--- src/rtl/core/h2r_pkg.sv ---
// Package for the HSL to RGB converter: field widths, hue and sector spans,
// and the reciprocal constants for the final divide by 600.
// No dependencies.
`default_nettype none

package h2r_pkg;

  localparam int FIELD_W       = 14;   // input field width, signed
  localparam int CH_W          = 8;    // output channel width
  localparam int NUM_CH        = 3;
  localparam int CH_RED        = 0;
  localparam int CH_GREEN      = 1;
  localparam int CH_BLUE       = 2;
  localparam int CH_MAX        = 255;

  localparam int FRAC_BITS_DEF = 12;

  localparam int HUE_WRAP      = 3600;
  localparam int HUE_W         = 12;   // holds 0..3599
  localparam int HUE_OFS_W     = 15;   // holds hue + 3 * HUE_WRAP
  localparam int SECTOR_SPAN   = 600;
  localparam int SPAN_W        = 10;   // holds 0..600
  localparam int U_W           = 10;   // signed weight -300..300
  localparam int U_HALF        = 300;

  // z / 600 for z < 2**Z_W: q0 = (z * RECIP) >> RECIP_SHIFT, low by at most one
  localparam int Z_W           = 18;
  localparam int RECIP         = 447392;
  localparam int RECIP_W       = 19;
  localparam int RECIP_SHIFT   = 28;
  localparam int Q_W           = 9;

  localparam int NUM_STAGES    = 7;

endpackage

`default_nettype wire

--- src/rtl/core/h2r_in_if.sv ---
// Input channel of the HSL to RGB converter: valid/ready and the HSL item.
// Depends on h2r_pkg.
`default_nettype none

interface h2r_in_if
  import h2r_pkg::*;
();
  logic                      valid;
  logic                      ready;
  logic signed [FIELD_W-1:0] hue_tenths;
  logic signed [FIELD_W-1:0] saturation_q12;
  logic signed [FIELD_W-1:0] lightness_q12;

  modport source (output valid, hue_tenths, saturation_q12, lightness_q12, input ready);
  modport sink   (input valid, hue_tenths, saturation_q12, lightness_q12, output ready);
endinterface

`default_nettype wire

--- src/rtl/core/h2r_out_if.sv ---
// Result channel of the HSL to RGB converter: valid/ready and the RGB item.
// Depends on h2r_pkg.
`default_nettype none

interface h2r_out_if
  import h2r_pkg::*;
();
  logic            valid;
  logic            ready;
  logic [CH_W-1:0] red;
  logic [CH_W-1:0] green;
  logic [CH_W-1:0] blue;

  modport source (output valid, red, green, blue, input ready);
  modport sink   (input valid, red, green, blue, output ready);
endinterface

`default_nettype wire

--- src/rtl/core/hsl_to_rgb_converter.sv ---
// HSL to RGB converter, 7-stage pipeline. An accepted item moves through the stage
// registers s1 to s7 in order and leaves from s7 when the output is ready.
// Throughput: one item per cycle unless the output stalls; each stage has its own
// valid bit and load enable, so bubbles collapse and a stalled output still lets
// upstream stages fill. Reset (rst_n low, synchronous) clears all stage valid bits;
// data regs are not reset. Depends on h2r_pkg, h2r_in_if, h2r_out_if.
`default_nettype none

module hsl_to_rgb_converter
  import h2r_pkg::*;
#(
  parameter int FRAC_BITS = FRAC_BITS_DEF
) (
  input  wire logic  clk,
  input  wire logic  rst_n,
  h2r_in_if.sink     in_ch,
  h2r_out_if.source  out_ch
);

  localparam int ONE_W  = FRAC_BITS + 1;
  localparam int CMP_W  = (FIELD_W > FRAC_BITS + 2) ? FIELD_W : FRAC_BITS + 2;
  localparam int K_W    = 2 * FRAC_BITS + 1;
  localparam int LM_W   = ONE_W + SPAN_W;
  localparam int N_W    = 2 * FRAC_BITS + 12;
  localparam int C_W    = 2 * FRAC_BITS + 10;
  localparam int Y_W    = C_W + CH_W;
  localparam int PQ_W   = Z_W + RECIP_W;

  localparam logic signed [CMP_W-1:0] ONE_S  = CMP_W'(1 << FRAC_BITS);
  localparam logic        [ONE_W-1:0] ONE_U  = ONE_W'(1 << FRAC_BITS);
  localparam logic        [ONE_W-1:0] HALF_U = ONE_W'(1 << (FRAC_BITS - 1));
  // full scale of a channel numerator: 600 * one * one
  localparam logic        [N_W-1:0]   E_U    =
    {{(N_W-SPAN_W){1'b0}}, SPAN_W'(SECTOR_SPAN)} << (2 * FRAC_BITS);

  // ---------------- stage control ----------------
  logic [NUM_STAGES-1:0] v_r;
  logic [NUM_STAGES-1:0] en;

  always_comb begin
    en[NUM_STAGES-1] = !v_r[NUM_STAGES-1] || out_ch.ready;
    for (int i = NUM_STAGES - 2; i >= 0; i--) begin
      en[i] = !v_r[i] || en[i+1];
    end
  end

  assign in_ch.ready = en[0];

  always_ff @(posedge clk) begin
    if (!rst_n) begin
      v_r <= '0;
    end else begin
      if (en[0]) begin
        v_r[0] <= in_ch.valid;
      end
      for (int i = 1; i < NUM_STAGES; i++) begin
        if (en[i]) begin
          v_r[i] <= v_r[i-1];
        end
      end
    end
  end

  // ---------------- stage 1: wrap hue, clamp S and L ----------------
  logic [HUE_W-1:0] s1_hue_r, s1_hue_nxt;
  logic [ONE_W-1:0] s1_s_r, s1_s_nxt;
  logic [ONE_W-1:0] s1_l_r, s1_l_nxt;
  logic [ONE_W-1:0] s1_a_r, s1_a_nxt;

  logic [HUE_OFS_W-1:0]   hue_ofs;
  logic signed [CMP_W-1:0] s_ext, l_ext;
  logic [ONE_W:0]          a_wide;

  always_comb begin
    // shift into positive range, then remove whole turns
    hue_ofs = HUE_OFS_W'($signed(HUE_OFS_W'(in_ch.hue_tenths)) +
                         $signed(HUE_OFS_W'(3 * HUE_WRAP)));
    priority if (hue_ofs >= HUE_OFS_W'(5 * HUE_WRAP)) begin
      s1_hue_nxt = HUE_W'(hue_ofs - HUE_OFS_W'(5 * HUE_WRAP));
    end else if (hue_ofs >= HUE_OFS_W'(4 * HUE_WRAP)) begin
      s1_hue_nxt = HUE_W'(hue_ofs - HUE_OFS_W'(4 * HUE_WRAP));
    end else if (hue_ofs >= HUE_OFS_W'(3 * HUE_WRAP)) begin
      s1_hue_nxt = HUE_W'(hue_ofs - HUE_OFS_W'(3 * HUE_WRAP));
    end else if (hue_ofs >= HUE_OFS_W'(2 * HUE_WRAP)) begin
      s1_hue_nxt = HUE_W'(hue_ofs - HUE_OFS_W'(2 * HUE_WRAP));
    end else if (hue_ofs >= HUE_OFS_W'(HUE_WRAP)) begin
      s1_hue_nxt = HUE_W'(hue_ofs - HUE_OFS_W'(HUE_WRAP));
    end else begin
      s1_hue_nxt = HUE_W'(hue_ofs);
    end

    s_ext = CMP_W'(in_ch.saturation_q12);
    l_ext = CMP_W'(in_ch.lightness_q12);
    if (s_ext < 0) begin
      s1_s_nxt = '0;
    end else if (s_ext > ONE_S) begin
      s1_s_nxt = ONE_U;
    end else begin
      s1_s_nxt = s_ext[ONE_W-1:0];
    end
    if (l_ext < 0) begin
      s1_l_nxt = '0;
    end else if (l_ext > ONE_S) begin
      s1_l_nxt = ONE_U;
    end else begin
      s1_l_nxt = l_ext[ONE_W-1:0];
    end

    // one - |2L - one|
    if (s1_l_nxt < HALF_U) begin
      a_wide = {s1_l_nxt, 1'b0};
    end else begin
      a_wide = {ONE_U - s1_l_nxt, 1'b0};
    end
    s1_a_nxt = a_wide[ONE_W-1:0];
  end

  always_ff @(posedge clk) begin
    if (en[0]) begin
      s1_hue_r <= s1_hue_nxt;
      s1_s_r   <= s1_s_nxt;
      s1_l_r   <= s1_l_nxt;
      s1_a_r   <= s1_a_nxt;
    end
  end

  // ---------------- stage 2: sector, chroma product K ----------------
  logic [2:0]        s2_sec_r, s2_sec_nxt;
  logic [SPAN_W-1:0] s2_fx_r, s2_fx_nxt;
  logic [K_W-1:0]    s2_k_r, s2_k_nxt;
  logic [LM_W-1:0]   s2_lm_r, s2_lm_nxt;
  logic [HUE_W-1:0]  sec_base;
  logic [SPAN_W-1:0] f_in;

  always_comb begin
    priority if (s1_hue_r >= HUE_W'(5 * SECTOR_SPAN)) begin
      s2_sec_nxt = 3'd5;
      sec_base   = HUE_W'(5 * SECTOR_SPAN);
    end else if (s1_hue_r >= HUE_W'(4 * SECTOR_SPAN)) begin
      s2_sec_nxt = 3'd4;
      sec_base   = HUE_W'(4 * SECTOR_SPAN);
    end else if (s1_hue_r >= HUE_W'(3 * SECTOR_SPAN)) begin
      s2_sec_nxt = 3'd3;
      sec_base   = HUE_W'(3 * SECTOR_SPAN);
    end else if (s1_hue_r >= HUE_W'(2 * SECTOR_SPAN)) begin
      s2_sec_nxt = 3'd2;
      sec_base   = HUE_W'(2 * SECTOR_SPAN);
    end else if (s1_hue_r >= HUE_W'(SECTOR_SPAN)) begin
      s2_sec_nxt = 3'd1;
      sec_base   = HUE_W'(SECTOR_SPAN);
    end else begin
      s2_sec_nxt = 3'd0;
      sec_base   = '0;
    end
    f_in = SPAN_W'(s1_hue_r - sec_base);
    // odd sectors run the second component downhill
    s2_fx_nxt = s2_sec_nxt[0] ? (SPAN_W'(SECTOR_SPAN) - f_in) : f_in;
    s2_k_nxt  = K_W'(s1_a_r) * K_W'(s1_s_r);
    s2_lm_nxt = LM_W'(s1_l_r) * LM_W'(SECTOR_SPAN);
  end

  always_ff @(posedge clk) begin
    if (en[1]) begin
      s2_sec_r <= s2_sec_nxt;
      s2_fx_r  <= s2_fx_nxt;
      s2_k_r   <= s2_k_nxt;
      s2_lm_r  <= s2_lm_nxt;
    end
  end

  // ---------------- stage 3: K times channel weight ----------------
  // channel numerator over 600*one^2 is 600*L*one + K*u, with
  // u = +300 for chroma, fx-300 for the second component, -300 otherwise
  logic signed [U_W-1:0] u_c, u_x, u_z;
  logic signed [U_W-1:0] u_ch [NUM_CH];
  logic signed [N_W-1:0] s3_p_r [NUM_CH];
  logic signed [N_W-1:0] s3_p_nxt [NUM_CH];
  logic [LM_W-1:0]       s3_lm_r;

  always_comb begin
    u_c = U_W'(U_HALF);
    u_z = -U_W'(U_HALF);
    u_x = U_W'($signed({1'b0, s2_fx_r}) - $signed((SPAN_W+1)'(U_HALF)));
    unique case (s2_sec_r)
      3'd0: begin
        u_ch[CH_RED] = u_c; u_ch[CH_GREEN] = u_x; u_ch[CH_BLUE] = u_z;
      end
      3'd1: begin
        u_ch[CH_RED] = u_x; u_ch[CH_GREEN] = u_c; u_ch[CH_BLUE] = u_z;
      end
      3'd2: begin
        u_ch[CH_RED] = u_z; u_ch[CH_GREEN] = u_c; u_ch[CH_BLUE] = u_x;
      end
      3'd3: begin
        u_ch[CH_RED] = u_z; u_ch[CH_GREEN] = u_x; u_ch[CH_BLUE] = u_c;
      end
      3'd4: begin
        u_ch[CH_RED] = u_x; u_ch[CH_GREEN] = u_z; u_ch[CH_BLUE] = u_c;
      end
      default: begin
        u_ch[CH_RED] = u_c; u_ch[CH_GREEN] = u_z; u_ch[CH_BLUE] = u_x;
      end
    endcase
    for (int c = 0; c < NUM_CH; c++) begin
      s3_p_nxt[c] = N_W'($signed({1'b0, s2_k_r})) * N_W'(u_ch[c]);
    end
  end

  always_ff @(posedge clk) begin
    if (en[2]) begin
      s3_lm_r <= s2_lm_r;
      for (int c = 0; c < NUM_CH; c++) begin
        s3_p_r[c] <= s3_p_nxt[c];
      end
    end
  end

  // ---------------- stage 4: numerator, clamp to 0..full scale ----------------
  logic signed [N_W-1:0] n_ch [NUM_CH];
  logic [C_W-1:0]        s4_n_r [NUM_CH];
  logic [C_W-1:0]        s4_n_nxt [NUM_CH];

  always_comb begin
    for (int c = 0; c < NUM_CH; c++) begin
      n_ch[c] = $signed({1'b0, s3_lm_r, {FRAC_BITS{1'b0}}}) + s3_p_r[c];
      if (n_ch[c] < 0) begin
        s4_n_nxt[c] = '0;
      end else if (n_ch[c] > $signed(E_U)) begin
        s4_n_nxt[c] = E_U[C_W-1:0];
      end else begin
        s4_n_nxt[c] = n_ch[c][C_W-1:0];
      end
    end
  end

  always_ff @(posedge clk) begin
    if (en[3]) begin
      for (int c = 0; c < NUM_CH; c++) begin
        s4_n_r[c] <= s4_n_nxt[c];
      end
    end
  end

  // ---------------- stage 5: n*255 + half, drop one^2 ----------------
  logic [Y_W-1:0] y_ch [NUM_CH];
  logic [Z_W-1:0] s5_z_r [NUM_CH];
  logic [Z_W-1:0] s5_z_nxt [NUM_CH];

  always_comb begin
    for (int c = 0; c < NUM_CH; c++) begin
      y_ch[c] = {s4_n_r[c], {CH_W{1'b0}}} - Y_W'(s4_n_r[c]) + Y_W'(E_U >> 1);
      s5_z_nxt[c] = y_ch[c][Y_W-1 -: Z_W];
    end
  end

  always_ff @(posedge clk) begin
    if (en[4]) begin
      for (int c = 0; c < NUM_CH; c++) begin
        s5_z_r[c] <= s5_z_nxt[c];
      end
    end
  end

  // ---------------- stage 6: reciprocal estimate of z / 600 ----------------
  logic [PQ_W-1:0] pq_ch [NUM_CH];
  logic [Q_W-1:0]  s6_q_r [NUM_CH];
  logic [Q_W-1:0]  s6_q_nxt [NUM_CH];
  logic [Z_W-1:0]  s6_z_r [NUM_CH];

  always_comb begin
    for (int c = 0; c < NUM_CH; c++) begin
      pq_ch[c]    = PQ_W'(s5_z_r[c]) * PQ_W'(RECIP);
      s6_q_nxt[c] = pq_ch[c][RECIP_SHIFT +: Q_W];
    end
  end

  always_ff @(posedge clk) begin
    if (en[5]) begin
      for (int c = 0; c < NUM_CH; c++) begin
        s6_q_r[c] <= s6_q_nxt[c];
        s6_z_r[c] <= s5_z_r[c];
      end
    end
  end

  // ---------------- stage 7: correct quotient, clamp to 255, output register ----------------
  logic [Z_W-1:0]  rem_ch [NUM_CH];
  logic [Q_W-1:0]  qf_ch [NUM_CH];
  logic [CH_W-1:0] s7_ch_r [NUM_CH];
  logic [CH_W-1:0] s7_ch_nxt [NUM_CH];

  always_comb begin
    for (int c = 0; c < NUM_CH; c++) begin
      rem_ch[c] = s6_z_r[c] - Z_W'(s6_q_r[c]) * Z_W'(SECTOR_SPAN);
      qf_ch[c]  = s6_q_r[c] + Q_W'(rem_ch[c] >= Z_W'(SECTOR_SPAN));
      if (qf_ch[c] > Q_W'(CH_MAX)) begin
        s7_ch_nxt[c] = CH_W'(CH_MAX);
      end else begin
        s7_ch_nxt[c] = qf_ch[c][CH_W-1:0];
      end
    end
  end

  always_ff @(posedge clk) begin
    if (en[6]) begin
      for (int c = 0; c < NUM_CH; c++) begin
        s7_ch_r[c] <= s7_ch_nxt[c];
      end
    end
  end

  assign out_ch.valid = v_r[NUM_STAGES-1];
  assign out_ch.red   = s7_ch_r[CH_RED];
  assign out_ch.green = s7_ch_r[CH_GREEN];
  assign out_ch.blue  = s7_ch_r[CH_BLUE];

endmodule

`default_nettype wire

--- src/flat_wrapper.sv ---
// flat-port wrapper written by rule: the top's interface ports become plain ports
module hsl_to_rgb_converter_flat import h2r_pkg::*;
#(
  parameter int FRAC_BITS = FRAC_BITS_DEF
)
  (clk, rst_n, in_ch_valid, in_ch_hue_tenths, in_ch_saturation_q12, in_ch_lightness_q12, in_ch_ready, out_ch_valid, out_ch_red, out_ch_green, out_ch_blue, out_ch_ready);
  h2r_in_if in_ch_i ();
  h2r_out_if out_ch_i ();
  input  wire logic clk;
  input  wire logic rst_n;
  input wire logic [$bits(in_ch_i.valid)-1:0] in_ch_valid;
  input wire logic [$bits(in_ch_i.hue_tenths)-1:0] in_ch_hue_tenths;
  input wire logic [$bits(in_ch_i.saturation_q12)-1:0] in_ch_saturation_q12;
  input wire logic [$bits(in_ch_i.lightness_q12)-1:0] in_ch_lightness_q12;
  output wire logic [$bits(in_ch_i.ready)-1:0] in_ch_ready;
  output wire logic [$bits(out_ch_i.valid)-1:0] out_ch_valid;
  output wire logic [$bits(out_ch_i.red)-1:0] out_ch_red;
  output wire logic [$bits(out_ch_i.green)-1:0] out_ch_green;
  output wire logic [$bits(out_ch_i.blue)-1:0] out_ch_blue;
  input wire logic [$bits(out_ch_i.ready)-1:0] out_ch_ready;
  assign in_ch_i.valid = in_ch_valid;
  assign in_ch_i.hue_tenths = in_ch_hue_tenths;
  assign in_ch_i.saturation_q12 = in_ch_saturation_q12;
  assign in_ch_i.lightness_q12 = in_ch_lightness_q12;
  assign in_ch_ready = in_ch_i.ready;
  assign out_ch_valid = out_ch_i.valid;
  assign out_ch_red = out_ch_i.red;
  assign out_ch_green = out_ch_i.green;
  assign out_ch_blue = out_ch_i.blue;
  assign out_ch_i.ready = out_ch_ready;
  hsl_to_rgb_converter #(.FRAC_BITS(FRAC_BITS)) u_core (.clk(clk), .rst_n(rst_n), .in_ch(in_ch_i), .out_ch(out_ch_i));
endmodule
--- config.mk ---
export PLATFORM = sky130hd
export DESIGN_NAME = hsl_to_rgb_converter_flat
export DESIGN_NICKNAME = d
export VERILOG_FILES = /design/src/rtl/core/h2r_pkg.sv /design/src/rtl/core/h2r_in_if.sv /design/src/rtl/core/h2r_out_if.sv /design/src/rtl/core/hsl_to_rgb_converter.sv /design/src/flat_wrapper.sv
export SDC_FILE = /design/constraint.sdc
export NUM_CORES = 2
export LEC_CHECK = 0
export ABC_AREA = 1
export BUFFER_PORTS_ARGS = -buffer_cell sky130_fd_sc_hd__buf_4
export CORE_ASPECT_RATIO = 1.1
export CORE_MARGIN = 8
export CORE_UTILIZATION = 67
export DETAILED_ROUTE_END_ITERATION = 16
export PLACE_DENSITY = 0.84
export SLEW_MARGIN = 20
export SYNTH_ARGS = -nofsm -noshare
export SYNTH_HDL_FRONTEND = slang
export SYNTH_SLANG_ARGS = --single-unit
--- constraint.sdc ---
create_clock -name clk -period 20.7 [get_ports clk]
set_input_delay 4.14 -clock clk [delete_from_list [all_inputs] [get_ports clk]]
set_output_delay 4.14 -clock clk [all_outputs]
set_load 0.01 [all_outputs]
# Yosys cells after proc, flatten, opt, wreduce, memory -nomap -nowiden

Memory sizes are Yosys's and may differ from the RTL's.
Index checks and enable logic that the tools add are counted.

Input bits: 46
Register bits after elaboration: 136
Memories: 6
Logic and storage cells: 148
Memory bits (writable): 369

Memory list:

| memory         | depth | bits a word | read ports | clocked after Yosys merged registers in | write ports | line                        | source |
|---|---|---|---|---|---|---|---|
| u_core.s3_p_r  | 3     | 36          | 3          | 0                                       | 3           | hsl_to_rgb_converter.sv:176 | `logic signed [N_W-1:0] s3_p_r [NUM_CH];` |
| u_core.s4_n_r  | 3     | 34          | 3          | 0                                       | 3           | hsl_to_rgb_converter.sv:220 | `logic [C_W-1:0] s4_n_r [NUM_CH];` |
| u_core.s5_z_r  | 3     | 18          | 3          | 0                                       | 3           | hsl_to_rgb_converter.sv:246 | `logic [Z_W-1:0] s5_z_r [NUM_CH];` |
| u_core.s6_z_r  | 3     | 18          | 3          | 0                                       | 3           | hsl_to_rgb_converter.sv:268 | `logic [Z_W-1:0] s6_z_r [NUM_CH];` |
| u_core.s6_q_r  | 3     | 9           | 3          | 0                                       | 3           | hsl_to_rgb_converter.sv:266 | `logic [Q_W-1:0] s6_q_r [NUM_CH];` |
| u_core.s7_ch_r | 3     | 8           | 3          | 0                                       | 3           | hsl_to_rgb_converter.sv:289 | `logic [CH_W-1:0] s7_ch_r [NUM_CH];` |

Reductions and logical operators: 17
Magnitude comparators: 27
Add/sub/neg operators: 25
Multiply operators: 11
Eq/ne operators: 4
Mux-type cells: 40

Operator list:

| operator               | count |
|---|---|
| $mux 34                | 6 |
| $pmux 30 s5            | 1 |
| $add 42x33->42 const B | 3 |
| $sub 42x34->42         | 3 |
| $add 36x36->36         | 3 |
| $gt 36x35->1 const B   | 3 |
| $lt 36x1->1 const B    | 3 |
| $mul 26x10->36         | 3 |
| $mul 18x14->32 const B | 3 |
| $mux 10                | 6 |
| $mux 12                | 5 |
| $ge 18x10->1 const B   | 3 |
| $sub 18x18->18         | 3 |
| $mux 13                | 4 |
| $sub 12x12->12 const B | 4 |
| $mul 9x7->15 const B   | 3 |
| $ge 15x14->1 const B   | 2 |
| $gt 14x14->1 const B   | 2 |
| $lt 14x1->1 const B    | 2 |
| $add 9x1->9            | 3 |
| $gt 9x8->1 const B     | 3 |
| $mul 13x13->25         | 1 |
| $ge 12x11->1 const B   | 2 |
| $ge 12x12->1 const B   | 2 |
| 22 further kinds       | 51 |

# Longest topological paths before layout

Word-level depth: 9
Gate-level depth with buffers: 34
Depth with buffers taken out: 34

# Worst setup path before layout

OpenSTA, ideal clock, no wires.

Kind: input to output
From: input port out_ch_ready
To: output port in_ch_ready
Buffers on the path: 0
Slack: 2.913 ns
Arrival time: 13.647 ns
Stages on the path: 12
Data required time: 16.560 ns
Cells stage by stage: nor2_1 > inv_1 > nor2_1 > inv_1 > nor2_1 > inv_1 > nor2_1 > inv_1 > nor2_1 > inv_1 > nor2_1 > nand2_1

Word-level cells in the longest chain between the ends: 7

Ends and longest elaborated chain:

| element                       | line                       | source |
|---|---|---|
| from (decl)                   | flat_wrapper.sv:20         | `input wire logic [$bits(out_ch_i.ready)-1:0] out_ch_ready;` |
| $logic_or 1x1->1              | hsl_to_rgb_converter.sv:41 | `en[NUM_STAGES-1] = !v_r[NUM_STAGES-1] \|\| out_ch.ready;` |
| via u_core.en[6]              | hsl_to_rgb_converter.sv:38 | `logic [NUM_STAGES-1:0] en;` |
| $logic_or 1x1->1              | hsl_to_rgb_converter.sv:43 | `en[i] = !v_r[i] \|\| en[i+1];` |
| via u_core.en[5]              | hsl_to_rgb_converter.sv:38 |  |
| $logic_or 1x1->1              | hsl_to_rgb_converter.sv:43 |  |
| via u_core.en[4]              | hsl_to_rgb_converter.sv:38 |  |
| $logic_or 1x1->1              | hsl_to_rgb_converter.sv:43 |  |
| via u_core.en[3]              | hsl_to_rgb_converter.sv:38 |  |
| $logic_or 1x1->1              | hsl_to_rgb_converter.sv:43 |  |
| via u_core.en[2]              | hsl_to_rgb_converter.sv:38 |  |
| $logic_or 1x1->1 (2 in a row) | hsl_to_rgb_converter.sv:43 |  |
| to (decl)                     | flat_wrapper.sv:15         | `output wire logic [$bits(in_ch_i.ready)-1:0] in_ch_ready;` |

The timed path passes the listed nets, and every way through them passes these cells.

# Worst setup path in the final report

Same ends and word-level chain as after synthesis.

==> flow_metrics.tcl <==
set metrics [dict create \
    setup_viol 0 \
    arrival_ns 8.88 \
    fp.dieH_um 374 \
    wire_per_inst_um 18.3 \
    drt_first_pass_iters 7 \
    crit_path_max_fanout 74 \
    maxSlewViolCount 0 \
    cts_made_buffers 56 \
    async_flop_share_pct 0 \
    via_count 61628 \
    root_buffer "clkbuf_16" \
    cap_viol_max_count 0 \
    relSlewSlack_pct 26.7 \
    fmax_mhz 76.8 \
    finClkSkew_ns 0.0469 \
    grt_overflow 0 \
    place_hpwl_mm 158 \
    end_kind "primary output" \
    start_util_pct 67.5 \
    worst-path-stages 17 \
    yosysWarnings 0 \
    die_area_mm2 0.128 \
    grt_antenna_before_repair 1 \
    syn-num-nets 11334 \
    ctsHtreeMaxLevel 2 \
    tns_ns 0 \
    path_cells "buf_4, nor2_1, inv_1, nor2_1, inv_2, buf_4, nor2_1, inv_2, buf_4, nor2_1, inv_4, nor2_1, inv_4, nor2_1, nand2_2, buf_4, buf_4" \
    crit_family "buffers and inverters" \
    syn_area_mm2 0.0782 \
    num_rows 131 \
    final_cell_mix "1881 x inv_1, 1641 x nand2_1, 1200 x ha_1" \
    drtIter0Drc 4695 \
    cts_resized 0 \
    core_region_area_mm2 0.116 \
    cp_slowest_cell "inv_1" \
    rsz0062_at_grt "no" \
    synth.distinct_cells 52 \
    worstPathRequired_ns 16.56 \
    ctsHoldBuffers 0 \
    cp-start-kind "input pin" \
    worst_skew_pair.late_latency_ns 0.68 \
    period_minus_slack_ns 13.02 \
    syn_inst 9103 \
    path_buf_inv 10 \
    grt_max_degree 80 \
    ant_nets 0 \
    cts_tree "built" \
    hold_class "flip-flop to flip-flop" \
    die_w_um 342 \
    grt_first_pass_wirelength_mm 320 \
    final_layout_size_suffix_gt1_share_pct 3.15 \
    r2r_cells 26 \
    via_per_inst 5.76 \
    cp_common_cell "nor2_1" \
    fin_nets 11347 \
    cp-startpoint "out_ch_ready" \
    clock_path_buffers 3 \
    endpoint "in_ch_ready" \
    tightest_slew_ns 1.10 \
    status "finished, final reports clean" \
    track_usage_pct 30.6 \
    worst-setup-path-type "input pin to primary output" \
    io-pin-count 72 \
    ys_seq_elements 487 \
    cpPeakStageDelay_ns 0.73 \
    synth_flop_cell "edfxtp_1" \
    drt_wl_total_mm 196 \
    hold_violations 0 \
    fin_crit_sh_pct 62.9 \
    cts_setup_buffers 0 \
    synth_edf_count 480 \
    ys_seq_area_share_pct 18.6 \
    r2r_start "u_core.s2_fx_r[2]" \
    grt_pass1_vias 64501 \
    io_buffer_count 71 \
    reg2reg_slack_ns 12.54 \
    n_antenna_cell 0 \
    gp_congestion 0.969 \
    layout_commonest_cell "inv_1" \
    syn2layout_area_growth_pct 5.30 \
    avgSynthCellArea_um2 8.59 \
    drc 0 \
    r2r_end "u_core.s3_p_r[0][21]" \
    path_clk_slew_ns 0.06 \
    cts_sinks 487 \
]
==> worst min path at each step <==
| stage | cells after the start | startpoint | slack, ns | end |
|---|---|---|---|---|
| after global routing | 0 | u_core.s2_lm_r[5] | 0.43 | u_core.s3_lm_r[5] |
| after global placement | 0 | u_core.s2_lm_r[14] | 0.40 | u_core.s3_lm_r[14] |
| after CTS | 0 | u_core.s2_lm_r[16] | 0.42 | u_core.s3_lm_r[16] |
| after detailed placement | 0 | u_core.s2_lm_r[21] | 0.41 | u_core.s3_lm_r[21] |
| final | 0 | u_core.s2_lm_r[19] | 0.42 | u_core.s3_lm_r[19] |
| after floorplan | 0 | u_core.s2_lm_r[10] | 0.40 | u_core.s3_lm_r[10] |
==> flip-flops by register name (all words and copies together), names as in the netlist, 20 cells and up <==
name / count
u_core.s7_ch_r: 24
u_core.s2_lm_r: 20
u_core.s6_z_r: 45
u_core.s5_z_r: 54
u_core.s6_q_r: 27
u_core.s3_lm_r: 20
u_core.s2_k_r: 24
u_core.s4_n_r: 99
u_core.s3_p_r: 105
==> Yosys cell counts, types with 4 or more instances <==
cell type | number | area (um^2)
buf_4 | 4 | 30.0
fa_1 | 985 | 19700
edfxtp_1 | 480 | 14400
a221oi_1 | 5 | 43.8
o2111ai_1 | 9 | 78.8
inv_2 | 7 | 26.3
o21ai_0 | 234 | 1170
o21bai_1 | 43 | 323
o21ai_1 | 5 | 25.0
o311ai_0 | 5 | 43.8
xnor2_1 | 126 | 1100
o221ai_1 | 4 | 35.0
a211oi_1 | 4 | 30.0
nand4_1 | 79 | 494
a21boi_0 | 17 | 128
o31ai_1 | 14 | 105
nor4_1 | 32 | 200
nor2_2 | 22 | 138
dfxtp_1 | 7 | 140
o211ai_1 | 29 | 218
nand2_2 | 11 | 68.8
nand2_1 | 1642 | 6160
clkinv_1 | 7 | 26.3
o21a_1 | 7 | 52.6
a21oi_1 | 498 | 2490
inv_1 | 1886 | 7080
or2_2 | 12 | 75.1
a21o_1 | 53 | 398
a31o_2 | 6 | 52.6
buf_2 | 5 | 25.0
xor2_1 | 246 | 2150
a31oi_1 | 39 | 244
buf_6 | 6 | 67.6
nor2_1 | 864 | 3240
a21oi_2 | 7 | 61.3
clkbuf_1 | 142 | 533
nand3_1 | 232 | 1160
nor3_1 | 81 | 405
ha_1 | 1200 | 15000
nand3b_1 | 26 | 195
==> cells by family (layout without fill, tap and decap cells) <==
group	Yosys count	after routing	share of synthesized area (%)
AND/OR/NAND/NOR	3012	3012	15.6
adder cells (fa/ha/maj)	2185	2185	44.4
buffers and inverters	2058	2117	9.97
AO/OA/AOI/OAI	988	988	7.15
flip-flops	487	487	18.6
XOR/XNOR	373	373	4.19
==> layout make-up <==
type / count / area [um^2]
Sequential cell: 487 / 14600
Clock buffer: 63 / 1440
Multi-Input combinational cell: 6558 / 55900
Fill cell: 8697 / 33600
Tap cell: 1529 / 1910
Inverter: 1900 / 7140
Clock inverter: 41 / 566
Timing Repair Buffer: 113 / 848
==> per-layer routing <==
metal  routed length [um]  global-route usage [%]  up-vias
met4                12900                    16.9        2
met3                12900                    3.85      738
met1                76600                    37.7    29513
met2                93500                    52.3     2461
met5                   13                       0        -
li1                     -                       -    28914
==> per-stage QoR <==
step / hold WS (ns) / instances / utilization [%] / area, um^2 / setup WS (ns)
after floorplan: 0.400 / 9103 / - / 78200 / 2.91
after global placement: 0.403 / 10587 / 69.3 / 80300 / 7.72
after detailed placement: 0.405 / 10587 / 69.3 / 80300 / 7.65
after CTS: 0.419 / 10691 / 71.0 / 82300 / 7.61
after global routing: 0.428 / 10691 / 71.0 / 82300 / 7.16
final: 0.419 / 10691 / 71.0 / 82300 / 7.68
Power is not shown: default switching activity piles up to over one toggle a cycle in this logic, so the estimate is an artifact.
